### src/rtl/bqc_pkg.sv
// Shared constants and codes for the biquad cascade filter.
package bqc_pkg;

    localparam int MAX_STAGES = 4;
    localparam int STAGE_W    = $clog2(MAX_STAGES);
    localparam int NUM_TAPS   = 5;
    localparam int TAP_W      = 3;

    localparam int SAMPLE_W   = 16;
    localparam int COEF_W     = 32;
    localparam int PROD_SHIFT = 16;
    localparam int MAC_W      = COEF_W + SAMPLE_W - PROD_SHIFT;
    localparam int ERR_W      = 14;
    localparam int ACC_W      = 34;

    localparam int ACTIVE_W   = 3;
    localparam logic [ACTIVE_W-1:0] ACTIVE_RESET = 3'd1;

    // Configuration port.
    localparam int CFG_ADDR_W = 3;
    localparam int CFG_DATA_W = 32;
    localparam logic REG_ACTIVE_STAGES = 1'b0;

    // Input stream packing.
    localparam int S_TDATA_W  = 56;
    localparam int SAMPLE_LSB = 0;
    localparam int STAGE_LSB  = SAMPLE_LSB + SAMPLE_W;
    localparam int TAP_LSB    = STAGE_LSB + 2;
    localparam int COEF_LSB   = TAP_LSB + TAP_W;

    localparam logic CMD_FILTER = 1'b0;
    localparam logic CMD_LOAD   = 1'b1;

    localparam logic [TAP_W-1:0] TAP_B0 = 3'd0;
    localparam logic [TAP_W-1:0] TAP_B1 = 3'd1;
    localparam logic [TAP_W-1:0] TAP_B2 = 3'd2;
    localparam logic [TAP_W-1:0] TAP_A1 = 3'd3;
    localparam logic [TAP_W-1:0] TAP_A2 = 3'd4;

    localparam logic signed [SAMPLE_W-1:0] SAMPLE_MAX = 16'sh7FFF;
    localparam logic signed [SAMPLE_W-1:0] SAMPLE_MIN = 16'sh8000;

endpackage

### src/rtl/bqc_mac.sv
// Shared coefficient-by-sample multiplier with registered, floored Q16 scaling.
module bqc_mac (
    input  logic                                 aclk,
    input  logic                                 en,
    input  logic signed [bqc_pkg::COEF_W-1:0]    coef,
    input  logic signed [bqc_pkg::SAMPLE_W-1:0]  operand,
    output logic signed [bqc_pkg::MAC_W-1:0]     prod
);
    import bqc_pkg::*;

    logic signed [COEF_W+SAMPLE_W-1:0] full_prod;
    logic signed [MAC_W-1:0]           prod_reg;

    assign full_prod = coef * operand;

    // Dropping the low bits of a two's complement product is a floor shift.
    always_ff @(posedge aclk) begin
        if (en) begin
            prod_reg <= full_prod[COEF_W+SAMPLE_W-1:PROD_SHIFT];
        end
    end

    assign prod = prod_reg;

endmodule

### src/rtl/biquad_cascade_filter.sv
// Top level of the biquad cascade filter: stream ports, register port, sequencer and state.
//
//  Channel   Direction  Handshake             Payload
//  s_        in         s_tvalid / s_tready   s_tuser = cmd, s_tdata = sample, stage, tap, coef
//  m_        out        m_tvalid / m_tready   m_tdata = filtered sample
//  APB       in         psel/penable/pready   register 0 at byte address 0: active_stages
//
// A filter transaction passes each active stage in turn: a multiply phase in which the single
// shared multiplier forms one product per tap, and a finishing step that adds the last
// product, saturates and updates the stage history. A new sample is accepted only once the
// sample before it has left the sequencer, so samples do not overlap. A coefficient load
// completes in the accepting cycle. The synchronous reset clears every coefficient, the
// histories and the shaping errors, and sets active_stages to one. A result that waits on
// m_tready does not block acceptance, but the last stage of the next sample holds in its
// final cycle until the output register is free.
module biquad_cascade_filter (
    input  logic                                 aclk,
    input  logic                                 aresetn,
    // Configuration port.
    input  logic                                 psel,
    input  logic                                 penable,
    input  logic                                 pwrite,
    input  logic [bqc_pkg::CFG_ADDR_W-1:0]       paddr,
    input  logic [bqc_pkg::CFG_DATA_W-1:0]       pwdata,
    output logic [bqc_pkg::CFG_DATA_W-1:0]       prdata,
    output logic                                 pready,
    // Input stream.
    input  logic                                 s_tvalid,
    output logic                                 s_tready,
    // sample_in [15:0], stage_sel [17:16], tap_sel [20:18], coef_value [52:21], zero [55:53]
    input  logic [bqc_pkg::S_TDATA_W-1:0]        s_tdata,
    // cmd [0]
    input  logic                                 s_tuser,
    // Result stream.
    output logic                                 m_tvalid,
    input  logic                                 m_tready,
    // sample_out [15:0]
    output logic [bqc_pkg::SAMPLE_W-1:0]         m_tdata
);
    import bqc_pkg::*;

    localparam logic [1:0] ST_IDLE = 2'd0;
    localparam logic [1:0] ST_MAC  = 2'd1;
    localparam logic [1:0] ST_FIN  = 2'd2;

    // Sequencer state.
    logic [1:0]          state_reg, state_next;
    logic [STAGE_W-1:0]  stage_reg, stage_next;
    logic [STAGE_W-1:0]  last_stage_reg, last_stage_next;
    logic [TAP_W-1:0]    tap_reg, tap_next;
    logic                m_tvalid_reg, m_tvalid_next;
    logic [ACTIVE_W-1:0] active_reg;

    // Datapath registers.
    logic signed [SAMPLE_W-1:0] x_reg;
    logic signed [ACC_W-1:0]    acc_reg;
    logic [SAMPLE_W-1:0]        out_reg;

    // Filter state.
    logic signed [COEF_W-1:0]   coef_reg [MAX_STAGES][NUM_TAPS];
    logic signed [SAMPLE_W-1:0] xh_reg   [MAX_STAGES][2];
    logic signed [SAMPLE_W-1:0] yh_reg   [MAX_STAGES][2];
    logic [ERR_W-1:0]           err_reg  [MAX_STAGES];

    // Unpacked input fields.
    logic                       in_cmd;
    logic signed [SAMPLE_W-1:0] in_sample;
    logic [STAGE_W-1:0]         in_stage;
    logic [TAP_W-1:0]           in_tap;
    logic signed [COEF_W-1:0]   in_coef;
    logic signed [COEF_W-1:0]   load_value;

    logic s_acc, load_go, filt_go, fin_go, last_stage;
    logic cfg_write;
    logic [ACTIVE_W-1:0] active_m1;

    // Multiplier operands and accumulation.
    logic signed [COEF_W-1:0]   mac_coef;
    logic signed [SAMPLE_W-1:0] mac_operand;
    logic signed [MAC_W-1:0]    mac_prod;
    logic signed [ACC_W-1:0]    total;
    logic                       total_ovf;
    logic signed [SAMPLE_W-1:0] stage_out;

    assign in_cmd    = s_tuser;
    assign in_sample = s_tdata[SAMPLE_LSB +: SAMPLE_W];
    assign in_stage  = s_tdata[STAGE_LSB +: STAGE_W];
    assign in_tap    = s_tdata[TAP_LSB +: TAP_W];
    assign in_coef   = s_tdata[COEF_LSB +: COEF_W];

    assign s_tready = (state_reg == ST_IDLE);
    assign s_acc    = s_tvalid && s_tready;
    assign filt_go  = s_acc && (in_cmd == CMD_FILTER);

    // Loads to a stage beyond the cascade or to an unknown tap are dropped.
    assign load_go  = s_acc && (in_cmd == CMD_LOAD) && (int'(in_stage) < MAX_STAGES)
                      && (in_tap <= TAP_A2);

    // Feedback taps are kept negated so that every product is summed.
    assign load_value = (in_tap >= TAP_A1) ? (COEF_W'(0) - in_coef) : in_coef;

    assign last_stage = (stage_reg == last_stage_reg);

    // The final cycle of the last stage waits for the output register to drain.
    assign fin_go = (state_reg == ST_FIN) && (!last_stage || !m_tvalid_reg || m_tready);

    // Configuration register: any byte address within the first word selects it.
    assign pready    = 1'b1;
    assign cfg_write = psel && penable && pwrite && pready
                       && (paddr[CFG_ADDR_W-1] == REG_ACTIVE_STAGES);
    assign prdata    = (paddr[CFG_ADDR_W-1] == REG_ACTIVE_STAGES)
                       ? CFG_DATA_W'(active_reg) : '0;

    // A stage count of zero behaves as one, and one above the cascade depth saturates.
    assign active_m1 = active_reg - ACTIVE_W'(1);
    always_comb begin
        if (active_reg == '0) begin
            last_stage_next = '0;
        end else if (int'(active_reg) > MAX_STAGES) begin
            last_stage_next = STAGE_W'(MAX_STAGES - 1);
        end else begin
            last_stage_next = active_m1[STAGE_W-1:0];
        end
    end

    // Operand selection for the shared multiplier.
    always_comb begin
        mac_coef = coef_reg[stage_reg][tap_reg];
        case (tap_reg)
            TAP_B0:  mac_operand = x_reg;
            TAP_B1:  mac_operand = xh_reg[stage_reg][0];
            TAP_B2:  mac_operand = xh_reg[stage_reg][1];
            TAP_A1:  mac_operand = yh_reg[stage_reg][0];
            default: mac_operand = yh_reg[stage_reg][1];
        endcase
    end

    bqc_mac u_mac (
        .aclk    (aclk),
        .en      (state_reg == ST_MAC),
        .coef    (mac_coef),
        .operand (mac_operand),
        .prod    (mac_prod)
    );

    // Final sum, then floor shift by the error width and saturation to 16 bits.
    assign total     = acc_reg + ACC_W'(mac_prod);
    assign total_ovf = !((&total[ACC_W-1:ERR_W+SAMPLE_W-1]) ||
                         !(|total[ACC_W-1:ERR_W+SAMPLE_W-1]));
    assign stage_out = total_ovf ? (total[ACC_W-1] ? SAMPLE_MIN : SAMPLE_MAX)
                                 : total[ERR_W +: SAMPLE_W];

    // Sequencer: a multiply state that steps through the five taps of each stage, then a finishing state.
    always_comb begin
        state_next    = state_reg;
        stage_next    = stage_reg;
        tap_next      = tap_reg;
        m_tvalid_next = m_tvalid_reg && !m_tready;
        unique case (state_reg)
            ST_IDLE: begin
                if (filt_go) begin
                    state_next = ST_MAC;
                    stage_next = '0;
                    tap_next   = TAP_B0;
                end
            end
            ST_MAC: begin
                if (tap_reg == TAP_A2) begin
                    state_next = ST_FIN;
                end else begin
                    tap_next = tap_reg + TAP_W'(1);
                end
            end
            ST_FIN: begin
                if (fin_go) begin
                    tap_next = TAP_B0;
                    if (last_stage) begin
                        state_next    = ST_IDLE;
                        m_tvalid_next = 1'b1;
                    end else begin
                        state_next = ST_MAC;
                        stage_next = stage_reg + STAGE_W'(1);
                    end
                end
            end
            default: begin
                state_next = ST_IDLE;
            end
        endcase
    end

    always_ff @(posedge aclk) begin
        if (!aresetn) begin
            state_reg      <= ST_IDLE;
            stage_reg      <= '0;
            last_stage_reg <= '0;
            tap_reg        <= TAP_B0;
            m_tvalid_reg   <= 1'b0;
            active_reg     <= ACTIVE_RESET;
        end else begin
            state_reg    <= state_next;
            stage_reg    <= stage_next;
            tap_reg      <= tap_next;
            m_tvalid_reg <= m_tvalid_next;
            if (filt_go) begin
                last_stage_reg <= last_stage_next;
            end
            if (cfg_write) begin
                active_reg <= pwdata[ACTIVE_W-1:0];
            end
        end
    end

    // Datapath: the accumulator starts from the carried error of the stage.
    always_ff @(posedge aclk) begin
        if (filt_go) begin
            x_reg <= in_sample;
        end else if (fin_go) begin
            x_reg <= stage_out;
        end
        if (state_reg == ST_MAC) begin
            if (tap_reg == TAP_B0) begin
                acc_reg <= ACC_W'(err_reg[stage_reg]);
            end else begin
                acc_reg <= total;
            end
        end
        if (fin_go && last_stage) begin
            out_reg <= stage_out;
        end
    end

    // Coefficients, histories and errors; a load clears the history of its stage.
    always_ff @(posedge aclk) begin
        if (!aresetn) begin
            for (int s = 0; s < MAX_STAGES; s++) begin
                for (int t = 0; t < NUM_TAPS; t++) begin
                    coef_reg[s][t] <= '0;
                end
                xh_reg[s][0] <= '0;
                xh_reg[s][1] <= '0;
                yh_reg[s][0] <= '0;
                yh_reg[s][1] <= '0;
                err_reg[s]   <= '0;
            end
        end else if (load_go) begin
            coef_reg[in_stage][in_tap] <= load_value;
            xh_reg[in_stage][0]        <= '0;
            xh_reg[in_stage][1]        <= '0;
            yh_reg[in_stage][0]        <= '0;
            yh_reg[in_stage][1]        <= '0;
            err_reg[in_stage]          <= '0;
        end else if (fin_go) begin
            xh_reg[stage_reg][1] <= xh_reg[stage_reg][0];
            xh_reg[stage_reg][0] <= x_reg;
            yh_reg[stage_reg][1] <= yh_reg[stage_reg][0];
            yh_reg[stage_reg][0] <= stage_out;
            err_reg[stage_reg]   <= total[ERR_W-1:0];
        end
    end

    assign m_tvalid = m_tvalid_reg;
    assign m_tdata  = out_reg;

`ifndef SYNTHESIS
    a_tap_range: assert property (@(posedge aclk) disable iff (!aresetn)
        tap_reg <= TAP_A2)
        else $error("tap counter left the tap range");

    a_stage_range: assert property (@(posedge aclk) disable iff (!aresetn)
        (state_reg != ST_IDLE) |-> (stage_reg <= last_stage_reg))
        else $error("stage counter passed the last active stage");

    a_mac_to_fin: assert property (@(posedge aclk) disable iff (!aresetn)
        (state_reg == ST_MAC && tap_reg == TAP_A2) |=> (state_reg == ST_FIN))
        else $error("last product was not followed by the finishing cycle");

    a_result_source: assert property (@(posedge aclk) disable iff (!aresetn)
        $rose(m_tvalid_reg) |-> ($past(state_reg) == ST_FIN
                                 && $past(stage_reg) == $past(last_stage_reg)))
        else $error("result raised outside the finish of the last stage");

    a_load_no_work: assert property (@(posedge aclk) disable iff (!aresetn)
        (s_acc && in_cmd == CMD_LOAD) |=> (state_reg == ST_IDLE))
        else $error("coefficient load started a filter pass");
`endif

endmodule
### config.mk
export PLATFORM = sky130hd
export DESIGN_NAME = biquad_cascade_filter
export DESIGN_NICKNAME = d
export VERILOG_FILES = /design/src/rtl/bqc_pkg.sv /design/src/rtl/bqc_mac.sv /design/src/rtl/biquad_cascade_filter.sv
export SDC_FILE = /design/constraint.sdc
export NUM_CORES = 2
export LEC_CHECK = 0
export BUFFER_PORTS_ARGS = -buffer_cell sky130_fd_sc_hd__buf_2
export CORE_ASPECT_RATIO = 2
export CORE_MARGIN = 4
export CORE_UTILIZATION = 40
export DETAILED_ROUTE_END_ITERATION = 10
export PLACE_DENSITY = 0.56
export SYNTH_ARGS = -nofsm -noshare
export SYNTH_HDL_FRONTEND = slang
export SYNTH_SLANG_ARGS = --single-unit
export TNS_END_PERCENT = 30
### constraint.sdc
create_clock -name aclk -period 9.1 [get_ports aclk]
set_input_delay 0.91 -clock aclk [delete_from_list [all_inputs] [get_ports aclk]]
set_output_delay 0.91 -clock aclk [all_outputs]
set_load 0.02 [all_outputs]
; Yosys cells after proc, flatten, opt, wreduce, memory -nomap -nowiden
; Memories as Yosys holds them, arrays and structs flattened. A register that Yosys moved wholly into a read port is not among the register bits.
; Cells that the tools add are included.
[totals]
register_bits = 111
mem_bits_rw = 952
inputBits = 99
out_inout_bits = 51
wordCells = 148
memories = 4
[mem_list]
columns = name, words, width, read_ports, rd_ports_with_merged_regs, write_ports, line
row1 = coef_reg, 4, 160, 1, 1, 4, biquad_cascade_filter.sv:60  ; logic signed [COEF_W-1:0] coef_reg [MAX_STAGES][NUM_TAPS];
row2 = xh_reg, 4, 32, 1, 1, 4, biquad_cascade_filter.sv:61  ; logic signed [SAMPLE_W-1:0] xh_reg [MAX_STAGES][2];
row3 = yh_reg, 4, 32, 1, 1, 4, biquad_cascade_filter.sv:62  ; logic signed [SAMPLE_W-1:0] yh_reg [MAX_STAGES][2];
row4 = err_reg, 4, 14, 1, 1, 4, biquad_cascade_filter.sv:63  ; logic [ERR_W-1:0] err_reg [MAX_STAGES];
[op_classes]
add_sub_neg = 5
mul = 1
magnitude_cmp = 6
eq_ne = 12
mux = 69
n_bitwise = 4
reduce_logical = 36
[op_table]
columns = operator, count
row1 = $mux W160, 3
row2 = $mux W32, 8
row3 = $reduce_or A160 Y1, 1
row4 = $reduce_or A32 Y1, 4
row5 = $bmux W32 S3, 1
row6 = $demux W32 S3, 1
row7 = $mux W16, 4
row8 = $pmux W16 S4, 1
row9 = $mul A32 B16 Y48, 1
row10 = $mux W2, 23
row11 = $mux W14, 3
row12 = $add A34 B32 Y34, 1
row13 = $sub A1 B32 Y32 const A, 1
row14 = $reduce_or A14 Y1, 2
row15 = $mux W1, 18
row16 = $mux W3, 4
row17 = $logic_and A1 B1 Y1, 11
row18 = $pmux W3 S3, 1
row19 = $ge A4 B4 Y1 const B, 2
row20 = $ne A2 B2 Y1 const B, 4
row21 = $not A3 Y4, 2
row22 = $reduce_and A4 Y1, 2
row23 = $eq A3 B2 Y1 const B, 2
row24 = $logic_not A3 Y1, 2
row25 = 24 further kinds, 31

; Depth between registers and ports, before layout
[logic_depth]
ltp_word = 11
mapped_depth = 37
ltp_nobuf = 33

; Cells and area by module
; A second synthesis with hierarchy kept.
[hier_totals]
hier_cells = 5508
area_unflattened_um2 = 65912.0
[by_module_without_submodules]
columns = module, instances, cells_each, area_each_um2, seq_area_each_um2
row1 = biquad_cascade_filter, 1, 3526, 47526.8, 30869.6
row2 = bqc_mac, 1, 1982, 18385.1, 960.9

; Worst setup path after synthesis
; No wires, ideal clock.
[synth_path]
path_type = register to register
from = reg tap_reg[1]
to = reg u_mac.prod_reg[24] (netlist: u_mac.prod[24]) (data pin)
setup_time_ns = 0.273
arrival_time_ns = 8.645
required_ns = 8.827
path_slack_ns = 0.181
stages_incl_launch_ff = 35
cell_sequence = dfxtp_1 -> inv_1 -> buf_1 -> clkbuf_1 -> clkbuf_1 -> ha_1 -> nor2b_1 -> clkbuf_1 -> buf_1 -> a22oi_1 -> nand3_1 -> buf_2 -> buf_2 -> nand2_1 -> fa_1 -> inv_1 -> fa_1 -> fa_1 -> fa_1 -> fa_1 -> inv_1 -> fa_1 -> inv_1 -> ha_1 -> clkbuf_1 -> nand4_1 -> nor2b_1 -> nand3_1 -> or2_2 -> or4_4 -> o211ai_4 -> o311ai_2 -> a21oi_2 -> mux2i_1 -> o2111ai_1
[synth_via]
elab_chain_len = 5
word_cells_on_any_way = 10
[synth_rtl]
columns = element, line
row1 = from (decl), biquad_cascade_filter.sv:50  ; logic [TAP_W-1:0] tap_reg, tap_next;
row2 = from (signal assigned), biquad_cascade_filter.sv:203  ; tap_reg <= tap_next;
row3 = $not A3 Y4 (not written as such), biquad_cascade_filter.sv:128  ; mac_coef = coef_reg[stage_reg][tap_reg];
row4 = $bmux W32 S3, biquad_cascade_filter.sv:128
row5 = $mux W32 (not written as such) (2 in series), biquad_cascade_filter.sv:128
row6 = $mul A32 B16 Y48 (*), bqc_mac.sv:14  ; assign full_prod = coef * operand;
row7 = via u_mac.full_prod[40], bqc_mac.sv:11  ; logic signed [COEF_W+SAMPLE_W-1:0] full_prod;
row8 = to (signal assigned), bqc_mac.sv:19  ; prod_reg <= full_prod[COEF_W+SAMPLE_W-1:PROD_SHIFT];
row9 = to (decl), bqc_mac.sv:12  ; logic signed [MAC_W-1:0] prod_reg;
; The timed path passes the listed nets; every way through them passes the cells marked *. The select of a mux whose other input is x is not followed.
; A chain may end at the register's enable or synchronous reset.

==> flow_summary_export.csv <==
group,metric,value,unit
final_layout,largest_register_ffs,640,
min_path,min_path_type,"in -> reg",
global_route,antenna_found_initial,4,
routing,route.detailed.wl_per_inst,23.9,um
timing,max_freq,114,MHz
clock_tree,cts.sinks,1065,
job,cap_violations,0,
timing,slew_headroom,0.192,
timing,slew_violations,0,
routing,dr.pass1.iters,6,
setup_path,cpPeakStageDelay,0.55,ns
final_layout,regArea,0.0318,mm2
clock_tree,cts_tree,"done",
routing,drt_iter0_markers,2611,
synthesis,ys_async_sr_fraction,0,
routing,dr_total_vias,43100,
synthesis,ys_warn_count,0,
place,port_buffers,85,
timing,worst_pin_slew,1.21,ns
routing,final_antenna_net_count,0,
die,die_area,0.171,mm2
timing,fin_crit,8.77,ns
setup_path,required,9.56,ns
clock_tree,cts-buffers-inserted,96,
timing,hold_viol_final,0,
setup_path,arrival,9.23,ns
timing,period_share,0.964,
timing,rsz0062_at_grt,"no",
setup_path,critPathCaptureType,"flop",
setup_path,crit_family,"adder cells",
place,placed_area,0.0701,mm2
clock_tree,cts_max_path_buffers,3,
synthesis,yosysUniqueCellTypes,83,
clock_tree,root_buffer,"clkbuf_16",
synthesis,synth_seq_area_share,0.485,
timing,setup_tns,0,ns
synthesis,synth.avg_cell_area,11.6,um2
synthesis,synth_area,0.0656,mm2
final_layout,area_growth,11.9,%
min_path,holdCritStartpoint,"pwdata[0]",
setup_path,critPathKind,"reg -> reg",
die,die_h,581,um
global_route,grt_pass1_wl,285000,um
clock_tree,cts.clk_slew.worst_paths,0.07,ns
setup_path,crit_path_top_delay_cell,"mux4_2",
synthesis,netlist_instances,5656,
final_layout,drive_gt1_frac,0.147,
timing,setup_viol,0,
setup_path,critPathLaunchType,"flop",
die,die_x,294,um
setup_path,crit_top_cell,"fa_1",
synthesis,synth_ff_type,"edfxtp_1",
clock_tree,post_cts_buffers,0,
routing,drc,0,
setup_path,path_max_fanout,22,
die,core,0.163,mm2
synthesis,synth-edff-count,1050,
clock_tree,clk_latency,0.70,ns
global_route,first_global_vias,46700,
clock_tree,h-tree-depth,3,
global_route,grt_usage,0.224,
final_layout,nets,6520,
synthesis,ys_ff_latch,1065,
run_status,outcome,"completed",
place,dp_hpwl,143000,um
global_route,grt_max_degree,63,
place,place.gp.congestion,0.924,
routing,viasPerCell,5.39,
global_route,grt_overflow,0,
die,start_util,0.401,
die,io_pins,150,
routing,routed_wl,190000,um
die,rows,210,
setup_path,crit_buf_inv,9,
final_layout,fillerInstances,15100,
final_layout,multi_input_area,0.0300,mm2
timing,clock_skew,0.0458,ns
final_layout,stdcell_area,0.0734,mm2
## metal layers
metal / track usage / routed length (um)
met5: 0 / 16
met4: 0.128 / 13000
met3: 0.0208 / 7580
met2: 0.451 / 110000
met1: 0.217 / 59900
## layout by cell type, fill, tap and decap left out, types with 52 or more instances in the layout
master,n
nor2_1,1333
edfxtp_1,1050
inv_1,624
fa_1,486
nand2_1,479
buf_4,272
mux4_2,222
a21oi_1,152
ha_1,151
clkbuf_16,98
buf_2,85
a21o_1,62
xnor2_1,52
## Yosys cell counts (all sizes together), types with 24 or more instances
master	number	area [um2]
nor2	1334	5010
nor3	34	170
o22ai	24	150
nand2	499	1870
a21o	62	465
nand2b	41	257
xnor2	54	473
o21ai	68	344
clkbuf	267	1000
nand3	39	195
inv	628	2360
fa	486	9730
a22oi	28	215
mux2i	37	370
a21oi	155	787
xor2	48	420
mux4	222	5000
nor2b	25	156
ha	151	1890
buf	124	736
edfxtp	1050	31500
## tightest hold or removal path, cell delays in order
cell     delay (ns)
buf_2          0.07
o21ai_0        0.08
nand2_1        0.07
## worst paths after layout
path / endpoint / slack [ns] / depth (start not counted)
setup / recovery: u_mac.prod[16] / 0.33 / 29
hold / removal: active_reg[0] / 0.47 / 3
setup reg to reg: u_mac.prod[16] / 0.33 / 29
hold reg to reg: last_stage_reg[0] / 0.52 / 2
## cell families after synthesis
family	after synthesis	synth area share
AO/OA/AOI/OAI	480	0.0487
XOR/XNOR	102	0.0136
adder cells (fa/ha/maj)	637	0.177
buffers and inverters	1019	0.0624
flip-flops	1065	0.485
multiplexers	282	0.0858
other	2	0.000114
AND/OR/NAND/NOR	2069	0.127
## cell type report
cell class | instances | share of cell area
inverters | 628 | 0.0321
diodes | 1 | 0.0000341
repair buffers | 393 | 0.0434
well taps | 2120 | 0.0361
multi-input cells | 3600 | 0.409
clock inverters | 70 | 0.0116
flip-flops and latches | 1065 | 0.434
clock buffers | 109 | 0.0340
## through the flow
step / utilization / worst slack, ns / instances / hold slack (ns)
floorplan: - / 0.181 / 5684 / 0.486
global placement: 0.429 / 0.428 / 7806 / 0.503
detailed placement: 0.429 / 0.362 / 7806 / 0.508
CTS: 0.449 / 0.330 / 7985 / 0.440
global route: 0.449 / 0.0196 / 7986 / 0.491
finish: 0.449 / 0.327 / 7986 / 0.473
## what timing repair did
| item | in CTS | in global routing |
|---|---|---|
| resized for setup | 0 | 2 |
| hold buffers | 0 | 0 |
| endpoints found under the setup margin | 0 | 1 |
Power is left out: the tool's default activity adds up to more than one toggle a clock period on the data nets, which glitch-free logic cannot reach.
